--- config.mk ---
export PLATFORM = sky130hd
export DESIGN_NAME = command_retransmit_table
export DESIGN_NICKNAME = d
export VERILOG_FILES = /design/src/design/cmdrt_pkg.sv /design/src/design/command_retransmit_table.sv /design/src/design/cmdrt_alu.sv /design/src/design/cmdrt_table.sv /design/src/design/cmdrt_seq.sv
export SDC_FILE = /design/constraint.sdc
export NUM_CORES = 1
export LEC_CHECK = 0
export BUFFER_PORTS_ARGS = -buffer_cell sky130_fd_sc_hd__clkbuf_2
export CAP_MARGIN = 20
export CORE_MARGIN = 5
export CORE_UTILIZATION = 47
export DETAILED_ROUTE_END_ITERATION = 6
export PLACE_DENSITY_LB_ADDON = 0.2
export SETUP_SLACK_MARGIN = 0.4
export SYNTH_ARGS = -nofsm -noshare
export SYNTH_HDL_FRONTEND = slang
export SYNTH_SLANG_ARGS = --single-unit
export TNS_END_PERCENT = 1
--- constraint.sdc ---
create_clock -name clk -period 13.9 [get_ports clk]
set_input_delay 4.17 -clock clk [delete_from_list [all_inputs] [get_ports clk]]
set_output_delay 4.17 -clock clk [all_outputs]
set_load 0.05 [all_outputs]
--- src/design/cmdrt_pkg.sv ---
`default_nettype none

package cmdrt_pkg;

  localparam int TABLE_DEPTH = 16;
  localparam int IDX_W = (TABLE_DEPTH > 1) ? $clog2(TABLE_DEPTH) : 1;
  localparam logic [IDX_W-1:0] LAST_IDX = IDX_W'(TABLE_DEPTH - 1);

  localparam int SEQ_W = 16;
  localparam int RETRY_W = 3;
  localparam int TIME_W = 32;
  localparam int BASE_W = 16;
  localparam int CFG_IDX_W = 1;

  localparam logic [CFG_IDX_W-1:0] CFG_BASE_TIMEOUT = 1'b0;
  localparam logic [CFG_IDX_W-1:0] CFG_MAX_RETRIES = 1'b1;

  localparam logic [BASE_W-1:0] BASE_TIMEOUT_RST = 16'd500;
  localparam logic [RETRY_W-1:0] MAX_RETRIES_RST = 3'd5;

  typedef enum logic [1:0] {
    REQ_SEND = 2'd0,
    REQ_ACK  = 2'd1,
    REQ_TICK = 2'd2
  } req_t;

  typedef enum logic [2:0] {
    EV_ACCEPTED    = 3'd0,
    EV_FULL        = 3'd1,
    EV_ACK_OK      = 3'd2,
    EV_ACK_UNKNOWN = 3'd3,
    EV_RETX        = 3'd4,
    EV_GAVE_UP     = 3'd5,
    EV_TICK_DONE   = 3'd6
  } ev_kind_t;

  typedef enum logic [2:0] {
    S_IDLE,
    S_SEARCH,
    S_RESOLVE,
    S_TICK_INC,
    S_TICK_CHK,
    S_TICK_UPD,
    S_TICK_DONE
  } state_t;

  typedef enum logic {
    ALU_ADD,
    ALU_SUB
  } alu_op_t;

  typedef struct packed {
    alu_op_t           op;
    logic [TIME_W-1:0] a;
    logic [TIME_W-1:0] b;
  } alu_req_t;

  // one table entry as seen at the read port
  typedef struct packed {
    logic               valid;
    logic [SEQ_W-1:0]   seq;
    logic [RETRY_W-1:0] retries;
    logic [TIME_W-1:0]  deadline;
  } tbl_ent_t;

  // write request: valid bit always written, fields only when load is set
  typedef struct packed {
    logic               en;
    logic [IDX_W-1:0]   idx;
    logic               valid;
    logic               load;
    logic [SEQ_W-1:0]   seq;
    logic [RETRY_W-1:0] retries;
    logic [TIME_W-1:0]  deadline;
  } tbl_wr_t;

endpackage

`default_nettype wire

--- src/design/command_retransmit_table.sv ---
`default_nettype none

// Channel  Handshake            Payload
// in       in_valid / in_stall  in_req_type, in_seq_number
// out      out_valid/out_stall  out_event_kind, out_event_seq, out_retry_number, out_last
// cfg      cfg_valid/cfg_ready  cfg_index, cfg_wdata
//
// Send and ack: accept the request, search the TABLE_DEPTH table entries in order, then
// resolve and post the result.
// Tick: advance time, check each entry in turn through the shared adder, form the new
// deadline in an extra step for each retransmit, then post the done result.
// Reset clears valid bits, time and the two registers (500, 5); no clearing pass.
// A stalled output register holds the scan at the next result-producing step.

module command_retransmit_table
  import cmdrt_pkg::*;
(
  input  logic                 clk,
  input  logic                 rst_n,
  input  logic                 in_valid,
  output logic                 in_stall,
  input  logic [1:0]           in_req_type,
  input  logic [SEQ_W-1:0]     in_seq_number,
  output logic                 out_valid,
  input  logic                 out_stall,
  output logic [2:0]           out_event_kind,
  output logic [SEQ_W-1:0]     out_event_seq,
  output logic [RETRY_W-1:0]   out_retry_number,
  output logic                 out_last,
  input  logic                 cfg_valid,
  output logic                 cfg_ready,
  input  logic [CFG_IDX_W-1:0] cfg_index,
  input  logic [BASE_W-1:0]    cfg_wdata
);

  logic [BASE_W-1:0]  base_timeout_r;
  logic [RETRY_W-1:0] max_retries_r;
  alu_req_t           alu_req;
  logic [TIME_W-1:0]  alu_y;
  logic [IDX_W-1:0]   rd_idx;
  tbl_ent_t           ent;
  tbl_wr_t            tbl_wr;

  assign cfg_ready = 1'b1;

  always_ff @(posedge clk) begin
    if (!rst_n) begin
      base_timeout_r <= BASE_TIMEOUT_RST;
      max_retries_r  <= MAX_RETRIES_RST;
    end else if (cfg_valid && cfg_ready) begin
      unique case (cfg_index)
        CFG_BASE_TIMEOUT: base_timeout_r <= cfg_wdata;
        CFG_MAX_RETRIES:  max_retries_r  <= cfg_wdata[RETRY_W-1:0];
        default: ;
      endcase
    end
  end

  cmdrt_alu u_alu (
    .req (alu_req),
    .y   (alu_y)
  );

  cmdrt_table u_table (
    .clk    (clk),
    .rst_n  (rst_n),
    .rd_idx (rd_idx),
    .ent    (ent),
    .wr     (tbl_wr)
  );

  cmdrt_seq u_seq (
    .clk              (clk),
    .rst_n            (rst_n),
    .in_valid         (in_valid),
    .in_stall         (in_stall),
    .in_req_type      (in_req_type),
    .in_seq_number    (in_seq_number),
    .base_timeout     (base_timeout_r),
    .max_retries      (max_retries_r),
    .alu_req          (alu_req),
    .alu_y            (alu_y),
    .rd_idx           (rd_idx),
    .ent              (ent),
    .tbl_wr           (tbl_wr),
    .out_valid        (out_valid),
    .out_stall        (out_stall),
    .out_event_kind   (out_event_kind),
    .out_event_seq    (out_event_seq),
    .out_retry_number (out_retry_number),
    .out_last         (out_last)
  );

endmodule

`default_nettype wire

--- src/design/cmdrt_alu.sv ---
`default_nettype none

module cmdrt_alu
  import cmdrt_pkg::*;
(
  input  alu_req_t          req,
  output logic [TIME_W-1:0] y
);

  always_comb begin
    unique case (req.op)
      ALU_ADD: y = req.a + req.b;
      ALU_SUB: y = req.a - req.b;
      default: y = req.a + req.b;
    endcase
  end

endmodule

`default_nettype wire

--- src/design/cmdrt_table.sv ---
`default_nettype none

module cmdrt_table
  import cmdrt_pkg::*;
(
  input  logic             clk,
  input  logic             rst_n,
  input  logic [IDX_W-1:0] rd_idx,
  output tbl_ent_t         ent,
  input  tbl_wr_t          wr
);

  logic [TABLE_DEPTH-1:0] valid_r;
  logic [SEQ_W-1:0]       seq_mem      [TABLE_DEPTH];
  logic [RETRY_W-1:0]     retries_mem  [TABLE_DEPTH];
  logic [TIME_W-1:0]      deadline_mem [TABLE_DEPTH];

  always_ff @(posedge clk) begin
    if (!rst_n) begin
      valid_r <= '0;
    end else if (wr.en) begin
      valid_r[wr.idx] <= wr.valid;
    end
  end

  always_ff @(posedge clk) begin
    if (wr.en && wr.load) begin
      seq_mem[wr.idx]      <= wr.seq;
      retries_mem[wr.idx]  <= wr.retries;
      deadline_mem[wr.idx] <= wr.deadline;
    end
  end

  assign ent.valid    = valid_r[rd_idx];
  assign ent.seq      = seq_mem[rd_idx];
  assign ent.retries  = retries_mem[rd_idx];
  assign ent.deadline = deadline_mem[rd_idx];

endmodule

`default_nettype wire

--- src/design/cmdrt_seq.sv ---
`default_nettype none

module cmdrt_seq
  import cmdrt_pkg::*;
(
  input  logic               clk,
  input  logic               rst_n,
  input  logic               in_valid,
  output logic               in_stall,
  input  logic [1:0]         in_req_type,
  input  logic [SEQ_W-1:0]   in_seq_number,
  input  logic [BASE_W-1:0]  base_timeout,
  input  logic [RETRY_W-1:0] max_retries,
  output alu_req_t           alu_req,
  input  logic [TIME_W-1:0]  alu_y,
  output logic [IDX_W-1:0]   rd_idx,
  input  tbl_ent_t           ent,
  output tbl_wr_t            tbl_wr,
  output logic               out_valid,
  input  logic               out_stall,
  output logic [2:0]         out_event_kind,
  output logic [SEQ_W-1:0]   out_event_seq,
  output logic [RETRY_W-1:0] out_retry_number,
  output logic               out_last
);

  state_t             state_r, state_nxt;
  logic [IDX_W-1:0]   idx_r, idx_nxt;
  logic [SEQ_W-1:0]   seq_r, seq_nxt;
  logic               is_send_r, is_send_nxt;
  logic               match_r, match_nxt;
  logic [IDX_W-1:0]   match_idx_r, match_idx_nxt;
  logic               free_r, free_nxt;
  logic [IDX_W-1:0]   free_idx_r, free_idx_nxt;
  logic [TIME_W-1:0]  time_now_r, time_now_nxt;

  logic               out_valid_r;
  ev_kind_t           out_kind_r;
  logic [SEQ_W-1:0]   out_seq_r;
  logic [RETRY_W-1:0] out_retry_r;
  logic               out_last_r;

  logic               out_free;
  logic               emit;
  ev_kind_t           ev_kind;
  logic [SEQ_W-1:0]   ev_seq;
  logic [RETRY_W-1:0] ev_retry;
  logic               ev_last;
  logic [RETRY_W-1:0] retry_inc;
  logic [TIME_W-1:0]  backoff;
  logic               expired;
  logic               last_entry;

  assign out_free   = !out_valid_r || !out_stall;
  assign retry_inc  = ent.retries + 3'd1;
  assign backoff    = {{(TIME_W-BASE_W){1'b0}}, base_timeout} << retry_inc;
  assign expired    = ent.valid && !alu_y[TIME_W-1];
  assign last_entry = (idx_r == LAST_IDX);
  assign rd_idx     = idx_r;
  assign in_stall   = (state_r != S_IDLE);

  always_comb begin
    state_nxt     = state_r;
    idx_nxt       = idx_r;
    seq_nxt       = seq_r;
    is_send_nxt   = is_send_r;
    match_nxt     = match_r;
    match_idx_nxt = match_idx_r;
    free_nxt      = free_r;
    free_idx_nxt  = free_idx_r;
    time_now_nxt  = time_now_r;
    emit          = 1'b0;
    ev_kind       = EV_TICK_DONE;
    ev_seq        = '0;
    ev_retry      = '0;
    ev_last       = 1'b0;
    tbl_wr        = '0;
    alu_req.op    = ALU_ADD;
    alu_req.a     = time_now_r;
    alu_req.b     = '0;

    unique case (state_r)
      S_IDLE: begin
        if (in_valid) begin
          idx_nxt     = '0;
          seq_nxt     = in_seq_number;
          is_send_nxt = (in_req_type == REQ_SEND);
          match_nxt   = 1'b0;
          free_nxt    = 1'b0;
          unique case (req_t'(in_req_type))
            REQ_SEND, REQ_ACK: state_nxt = S_SEARCH;
            REQ_TICK:          state_nxt = S_TICK_INC;
            default:           state_nxt = S_IDLE;
          endcase
        end
      end

      S_SEARCH: begin
        if (ent.valid && ent.seq == seq_r && !match_r) begin
          match_nxt     = 1'b1;
          match_idx_nxt = idx_r;
        end
        // remember the lowest free slot
        if (!ent.valid && !free_r) begin
          free_nxt     = 1'b1;
          free_idx_nxt = idx_r;
        end
        if (last_entry) begin
          state_nxt = S_RESOLVE;
        end else begin
          idx_nxt = idx_r + 1'b1;
        end
      end

      S_RESOLVE: begin
        alu_req.b = {{(TIME_W-BASE_W){1'b0}}, base_timeout};
        if (out_free) begin
          emit      = 1'b1;
          ev_seq    = seq_r;
          ev_last   = 1'b1;
          state_nxt = S_IDLE;
          if (is_send_r) begin
            if (match_r || free_r) begin
              tbl_wr.en       = 1'b1;
              tbl_wr.idx      = match_r ? match_idx_r : free_idx_r;
              tbl_wr.valid    = 1'b1;
              tbl_wr.load     = 1'b1;
              tbl_wr.seq      = seq_r;
              tbl_wr.retries  = '0;
              tbl_wr.deadline = alu_y;
              ev_kind         = EV_ACCEPTED;
            end else begin
              ev_kind = EV_FULL;
            end
          end else begin
            if (match_r) begin
              tbl_wr.en    = 1'b1;
              tbl_wr.idx   = match_idx_r;
              tbl_wr.valid = 1'b0;
              ev_kind      = EV_ACK_OK;
            end else begin
              ev_kind = EV_ACK_UNKNOWN;
            end
          end
        end
      end

      S_TICK_INC: begin
        alu_req.b    = 32'd1;
        time_now_nxt = alu_y;
        idx_nxt      = '0;
        state_nxt    = S_TICK_CHK;
      end

      S_TICK_CHK: begin
        // wrap-safe expiry: sign of now minus deadline
        alu_req.op = ALU_SUB;
        alu_req.b  = ent.deadline;
        if (!expired) begin
          if (last_entry) begin
            state_nxt = S_TICK_DONE;
          end else begin
            idx_nxt = idx_r + 1'b1;
          end
        end else if (ent.retries >= max_retries) begin
          if (out_free) begin
            emit         = 1'b1;
            ev_kind      = EV_GAVE_UP;
            ev_seq       = ent.seq;
            tbl_wr.en    = 1'b1;
            tbl_wr.idx   = idx_r;
            tbl_wr.valid = 1'b0;
            if (last_entry) begin
              state_nxt = S_TICK_DONE;
            end else begin
              idx_nxt = idx_r + 1'b1;
            end
          end
        end else begin
          state_nxt = S_TICK_UPD;
        end
      end

      S_TICK_UPD: begin
        alu_req.b = backoff;
        if (out_free) begin
          emit            = 1'b1;
          ev_kind         = EV_RETX;
          ev_seq          = ent.seq;
          ev_retry        = retry_inc;
          tbl_wr.en       = 1'b1;
          tbl_wr.idx      = idx_r;
          tbl_wr.valid    = 1'b1;
          tbl_wr.load     = 1'b1;
          tbl_wr.seq      = ent.seq;
          tbl_wr.retries  = retry_inc;
          tbl_wr.deadline = alu_y;
          if (last_entry) begin
            state_nxt = S_TICK_DONE;
          end else begin
            idx_nxt   = idx_r + 1'b1;
            state_nxt = S_TICK_CHK;
          end
        end
      end

      S_TICK_DONE: begin
        if (out_free) begin
          emit      = 1'b1;
          ev_kind   = EV_TICK_DONE;
          ev_last   = 1'b1;
          state_nxt = S_IDLE;
        end
      end

      default: state_nxt = S_IDLE;
    endcase
  end

  always_ff @(posedge clk) begin
    if (!rst_n) begin
      state_r     <= S_IDLE;
      idx_r       <= '0;
      is_send_r   <= 1'b0;
      match_r     <= 1'b0;
      free_r      <= 1'b0;
      time_now_r  <= '0;
      out_valid_r <= 1'b0;
    end else begin
      state_r    <= state_nxt;
      idx_r      <= idx_nxt;
      is_send_r  <= is_send_nxt;
      match_r    <= match_nxt;
      free_r     <= free_nxt;
      time_now_r <= time_now_nxt;
      if (emit) begin
        out_valid_r <= 1'b1;
      end else if (!out_stall) begin
        out_valid_r <= 1'b0;
      end
    end
  end

  always_ff @(posedge clk) begin
    seq_r       <= seq_nxt;
    match_idx_r <= match_idx_nxt;
    free_idx_r  <= free_idx_nxt;
    if (emit) begin
      out_kind_r  <= ev_kind;
      out_seq_r   <= ev_seq;
      out_retry_r <= ev_retry;
      out_last_r  <= ev_last;
    end
  end

  assign out_valid        = out_valid_r;
  assign out_event_kind   = out_kind_r;
  assign out_event_seq    = out_seq_r;
  assign out_retry_number = out_retry_r;
  assign out_last         = out_last_r;

  a_tick_inc_one: assert property (@(posedge clk) disable iff (!rst_n)
    (state_r == S_TICK_INC) |=> (time_now_r == $past(time_now_r) + 32'd1))
    else $error("time did not advance by one on tick");

  a_scan_from_zero: assert property (@(posedge clk) disable iff (!rst_n)
    (state_r == S_TICK_INC) |=> (state_r == S_TICK_CHK && idx_r == '0))
    else $error("tick scan did not start at entry zero");

  a_done_fields: assert property (@(posedge clk) disable iff (!rst_n)
    (out_valid_r && out_kind_r == EV_TICK_DONE) |-> (out_last_r && out_seq_r == '0))
    else $error("tick done result malformed");

  a_scan_not_last: assert property (@(posedge clk) disable iff (!rst_n)
    (out_valid_r && (out_kind_r == EV_RETX || out_kind_r == EV_GAVE_UP)) |-> !out_last_r)
    else $error("scan result flagged as last");

  a_retx_count: assert property (@(posedge clk) disable iff (!rst_n)
    (out_valid_r && out_kind_r == EV_RETX) |-> (out_retry_r != '0))
    else $error("retransmit with zero retry count");

endmodule

`default_nettype wire
=== After elaboration in Yosys (flattened, before gate mapping) ===
Memory sizes are Yosys's and may differ from the RTL's. A register that Yosys moved wholly into a read port is not among the register bits.
Cells that the tools add are included.

* Word-level logic and storage cells: 152
* Memories kept: 3
* ROM bits: 0
* Bits in writable memories: 816
* Latch bits: 0
* Output and inout port bits: 26
* Register bits after elaboration: 125
* Bits of input ports: 40

* Div/mod/pow operators: 0
* Magnitude comparators: 4
* Reductions and logical operators: 32
* Multiplexer cells: 70
* Add/sub/neg operators: 4
* Eq/ne operators: 19
* Bitwise gates (word level): 2
* Multiply operators: 0
* Shift operators: 1

{| class="wikitable"
|+ Memories
! name !! depth !! width !! rd ports !! clocked after Yosys merged registers in !! write ports !! line !! text
|-
| u_table.deadline_mem || 16 || 32 || 1 || 1 || 1 || cmdrt_table.sv:16 || <nowiki>logic [TIME_W-1:0] deadline_mem [TABLE_DEPTH];</nowiki>
|-
| u_table.seq_mem || 16 || 16 || 1 || 1 || 1 || cmdrt_table.sv:14 || <nowiki>logic [SEQ_W-1:0] seq_mem [TABLE_DEPTH];</nowiki>
|-
| u_table.retries_mem || 16 || 3 || 1 || 1 || 1 || cmdrt_table.sv:15 || <nowiki>logic [RETRY_W-1:0] retries_mem [TABLE_DEPTH];</nowiki>
|}

{| class="wikitable"
|+ Operator list
! kind !! number
|-
| $mux 58 || 3
|-
| $pmux 32 s4 || 1
|-
| $pmux 52 s2 || 1
|-
| $mux 16 || 4
|-
| $pmux 32 s2 || 1
|-
| $mux 52 || 1
|-
| $mux 4 || 12
|-
| $pmux 16 s3 || 1
|-
| $mux 3 || 12
|-
| $add 32x32->32 || 1
|-
| $shl 16x3->32 || 1
|-
| $sub 32x32->32 || 1
|-
| $mux 6 || 5
|-
| $pmux 4 s5 || 1
|-
| $pmux 3 s6 || 1
|-
| $pmux 6 s3 || 1
|-
| $bwmux 16 || 1
|-
| $eq 16x16->1 || 1
|-
| $mux 1 || 15
|-
| $ne 2x1->1 const B || 6
|-
| $reduce_and 2->1 || 6
|-
| $lt 4x5->1 const B || 2
|-
| $eq 3x3->1 const B || 3
|-
| $pmux 3 s3 || 1
|-
| 30 further kinds || 50
|}

=== Longest topological paths before layout ===
* Depth in word-level cells: 14
* Gate-level depth with buffers: 42
* Depth with buffers taken out: 36

=== Cells and area by module ===
A second synthesis with hierarchy kept.

* Cells, all modules: 2348
* Area, all modules: 39739.4 µm²

{| class="wikitable"
|+ Modules (own cells, without submodules)
! module !! times used !! cells an instance !! sequential area each (µm²) !! area each (µm²)
|-
| cmdrt_table || 1 || 1358 || 24823.8 || 31385.1
|-
| cmdrt_seq || 1 || 555 || 2272.2 || 5205.0
|-
| cmdrt_alu || 1 || 350 || 0.0 || 2349.8
|-
| command_retransmit_table || 1 || 85 || 380.4 || 799.5
|}

=== Least setup slack after synthesis ===
OpenSTA, ideal clock, no wires.

* Path kind: register -> register
* Start point: reg with a tool-made name
* End point: mem u_table.deadline_mem[4][0], enable pin
* Required time: 13.440 ns
* Path buffers: 10
* Arrival: 12.363 ns
* Stages on the path, launching flop included: 39
* Library setup time: 0.460 ns
* Clock period less this slack: 12.822 ns
* Slack: 1.078 ns
* Cells stage by stage: dfxtp_1 > clkbuf_1 > inv_1 > clkbuf_1 > clkbuf_1 > buf_2 > buf_1 > buf_1 > buf_1 > mux4_2 > ha_1 > clkbuf_1 > clkbuf_1 > clkbuf_1 > nor2_1 > a21o_1 > a221oi_1 > ha_1 > [3 not listed] > and3_1 > and3_1 > nand2_1 > or4b_1 > nor3b_1 > o21ai_0 > ha_1 > and4_1 > nand2_1 > o21ai_0 > a31oi_1 > a31oi_1 > o2bb2ai_1 > xor3_1 > a31o_2 > a211o_1 > or2_1 > nor2_1

{| class="wikitable"
|+ RTL lines
! element !! line
|-
| end, declared || cmdrt_table.sv:16
|}

==> flow_summary.ini <==
[routing]
drt_iter0_drc = 2441
drt_pre_antenna_iters = 5
ant_nets = 0
route.detailed.wl_per_inst_um = 27.58
viasPerCell = 6.137
num_vias = 22450
drcViolationCount = 0
wirelength_mm = 100.9

[worst_setup_path]
cpPeakStageDelay_ns = 0.85
critical_path_buf_inv_count = 3
cp-start-kind = register
cp-end-kind = register
cp_top_family = simple AND/OR/NAND/NOR gates
crit_fanout = 29
cp.arrival_ns = 12.22
slowest_stage = nor2_4
cp.required_ns = 14.21
worst-setup-path-type = register to register

[clocking]
htree_levels = 3
clk_pin_slew_ns = 0.06
worstSkewPairLatency_ns = 0.69
cts_buffers = 98
post_cts_buffers = 0
cts_tree = built
hold_buffers = 0
numClockSinks = 945
post_cts_resize_count = 0
clk_root_buffer_cell = clkbuf_16
clockBufferDepth = 3

[grt]
grt_pass1_vias = 22295
use_met1 = 0.3215
grt_usage = 0.2195
grt_max_degree = 55
overflow = 0
grtUsageMet3 = 0.03926
grt_pass1_wl_mm = 148.3
antenna_found_initial = 3
grt_util_met2 = 0.3472
busiest_layer = met2

[power_and_ir_drop]
total_power_mw = 6.339
cellPowerDensity_nw_per_um2 = 139.5
irDropWorstVdd_mv = 0.1271
power.leakage_nw = 12.85

[sta]
finalCritPeriodShare = 0.8569
setup_viol = 0
rsz0062_at_grt = false
hold_violations = 0
setup_tns_ns = 0
skew_ns = 0.06005
max_slew_margin = 0.2859
max_freq_ghz = 0.08396
timing.final.crit_period_ns = 11.91
tightest_slew_ns = 1.067
fin_ws_ns = 1.990
slew_viol_final = 0

[cells_and_area]
design_area_um2 = 45440
instances_no_fill = 3658
fillers = 6742
multiInputGateArea_um2 = 12040
final_common_cell = edfxtp_1
drive_gt1_frac = 0.2288
regArea_um2 = 27570
mostFrequentLayoutCells = edfxtp_1, mux4_2, nor2_1, nand2_1, clkbuf_16
nets = 2507
syn_to_final_growth_pct = 13.34

[hold_path]
hp-start = u_seq.time_now_r[3]
hold_path.class = register to register

[synthesis]
syn_avg_cell_area_um2 = 17.15
seq_area_frac_synth = 0.6873
synth.distinct_cells = 87
ys_async_sr_fraction = 0
yosys_warnings = 0
synthFlopType = edfxtp_1
synthCells = 2338
synthesis.area_um2 = 40100
synth_fp_nets = 2416
ys_seq_elements = 945
synth_edf_count = 863

[floorplanning]
die_area_um2 = 91250
row_count = 107
coreArea_um2 = 84880
die_h_um = 302.1
die_w_um = 302.1
ios = 66
start_util = 0.4724

[run]
maxCapViolCount = 0

[placed_design]
port_buffers = 64
gp_congestion = 0.8499
dp.cells = 3460
hpwl_mm = 61.11
dpl_cell_area_um2 = 41920
dp_slack_ns = 2.040

[outcome]
outcome = complete, no violations
[through the flow]
stage                     utilization  hold WS (ns)
after global placement         0.4938        0.4410
after CTS                      0.5333        0.4675
final                          0.5354        0.4686
after floorplan                     -        0.4237
after detailed placement       0.4939        0.4569
after global routing           0.5354        0.4897
[kinds of logic (layout without fill, tap and decap cells)]
| kind of cell | count (synthesis) | after routing | share of synthesized area |
|---|---|---|---|
| adder cells (fa/ha/maj) | 38 | 38 | 0.01205 |
| flip-flops | 945 | 945 | 0.6873 |
| other | 1 | 2 | 0.00009353 |
| XOR/XNOR | 67 | 67 | 0.01535 |
| buffers and inverters | 162 | 337 | 0.01626 |
| AO/OA/AOI/OAI | 348 | 348 | 0.05991 |
| AND/OR/NAND/NOR | 478 | 478 | 0.05617 |
| multiplexers | 299 | 299 | 0.1529 |
[synth_stat cells, types with 9 or more instances]
| master | count | area share |
|---|---|---|
| a22o_1 | 37 | 0.0081 |
| clkbuf_1 | 87 | 0.0081 |
| mux2i_1 | 41 | 0.010 |
| buf_2 | 15 | 0.0019 |
| and2_1 | 9 | 0.0014 |
| o21ai_0 | 52 | 0.0065 |
| ha_1 | 37 | 0.012 |
| xor2_1 | 39 | 0.0085 |
| o21a_1 | 19 | 0.0036 |
| nor2_1 | 174 | 0.016 |
| a2111oi_0 | 10 | 0.0022 |
| xnor2_1 | 26 | 0.0057 |
| mux4_2 | 250 | 0.14 |
| nor3_1 | 31 | 0.0039 |
| nand3_1 | 38 | 0.0047 |
| nand2_1 | 127 | 0.012 |
| edfxtp_1 | 863 | 0.65 |
| nand2b_1 | 19 | 0.0030 |
| a31oi_1 | 15 | 0.0023 |
| nor2b_1 | 10 | 0.0016 |
| a21o_1 | 18 | 0.0034 |
| a21oi_1 | 94 | 0.012 |
| a211oi_1 | 14 | 0.0026 |
| inv_1 | 24 | 0.0022 |
| buf_1 | 29 | 0.0027 |
| dfxtp_1 | 82 | 0.041 |
[worst register-to-register path, delay by kind of cell, from the launching register on]
| kind | cells | cell delay, ns |
|---|---|---|
| compound gates | 9 | 2.84 |
| flops | 1 | 0.71 |
| fa+ha+maj | 2 | 1.09 |
| mux | 3 | 1.11 |
| xor+xnor | 1 | 0.50 |
| buf+inv | 3 | 0.88 |
| simple gates | 14 | 4.37 |
[sequential cells by signal, indices dropped and copies added (netlist names), named ones only]
register	cells
base_timeout_r	16
max_retries_r	3
u_seq.free_idx_r	4
u_seq.free_r	1
u_seq.is_send_r	1
u_seq.match_idx_r	4
u_seq.match_r	1
u_seq.out_event_kind	3
u_seq.out_event_seq	16
u_seq.out_last	1
u_seq.out_retry_number	3
u_seq.out_valid	1
u_seq.rd_idx	4
u_seq.seq_r	16
u_seq.state_r	3
u_seq.time_now_r	32
u_table.deadline_mem	512
u_table.retries_mem	48
u_table.seq_mem	256
u_table.valid_r	16
[cell type report]
class | count | share of cell area
antenna | 1 | 0.00005506
clock buffer | 117 | 0.05597
clock inverter | 67 | 0.01768
inverter | 27 | 0.002340
multi-input combinational | 1231 | 0.2649
sequential | 945 | 0.6066
tap | 1144 | 0.03150
timing repair buffer | 126 | 0.02092
[power breakdown]
part | switching, mW | total (mW) | internal (mW) | leakage, nW
Combinational | 0.344 | 0.556 | 0.212 | 4.23
Clock | 1.11 | 2.68 | 1.56 | 1.59
Sequential | 0.0305 | 3.11 | 3.08 | 7.03
Total | 1.49 | 6.34 | 4.85 | 12.8
[final timing paths]
path,to,depth (start not counted),slack (ns)
setup / recovery,u_table.deadline_mem[10][20],32,1.99
setup reg to reg,u_table.deadline_mem[10][20],32,1.99
hold / removal,u_seq.time_now_r[3],2,0.47
hold reg to reg,u_seq.time_now_r[3],2,0.47
[per-layer routing]
metal,part of all wire,vias up,routed length [um]
met2,0.47,890,47920
li1,-,9622,-
met5,0.000079,-,8
met1,0.43,11778,43090
met4,0.022,2,2175
met3,0.076,158,7711
Power figures use the tool's default switching activity.
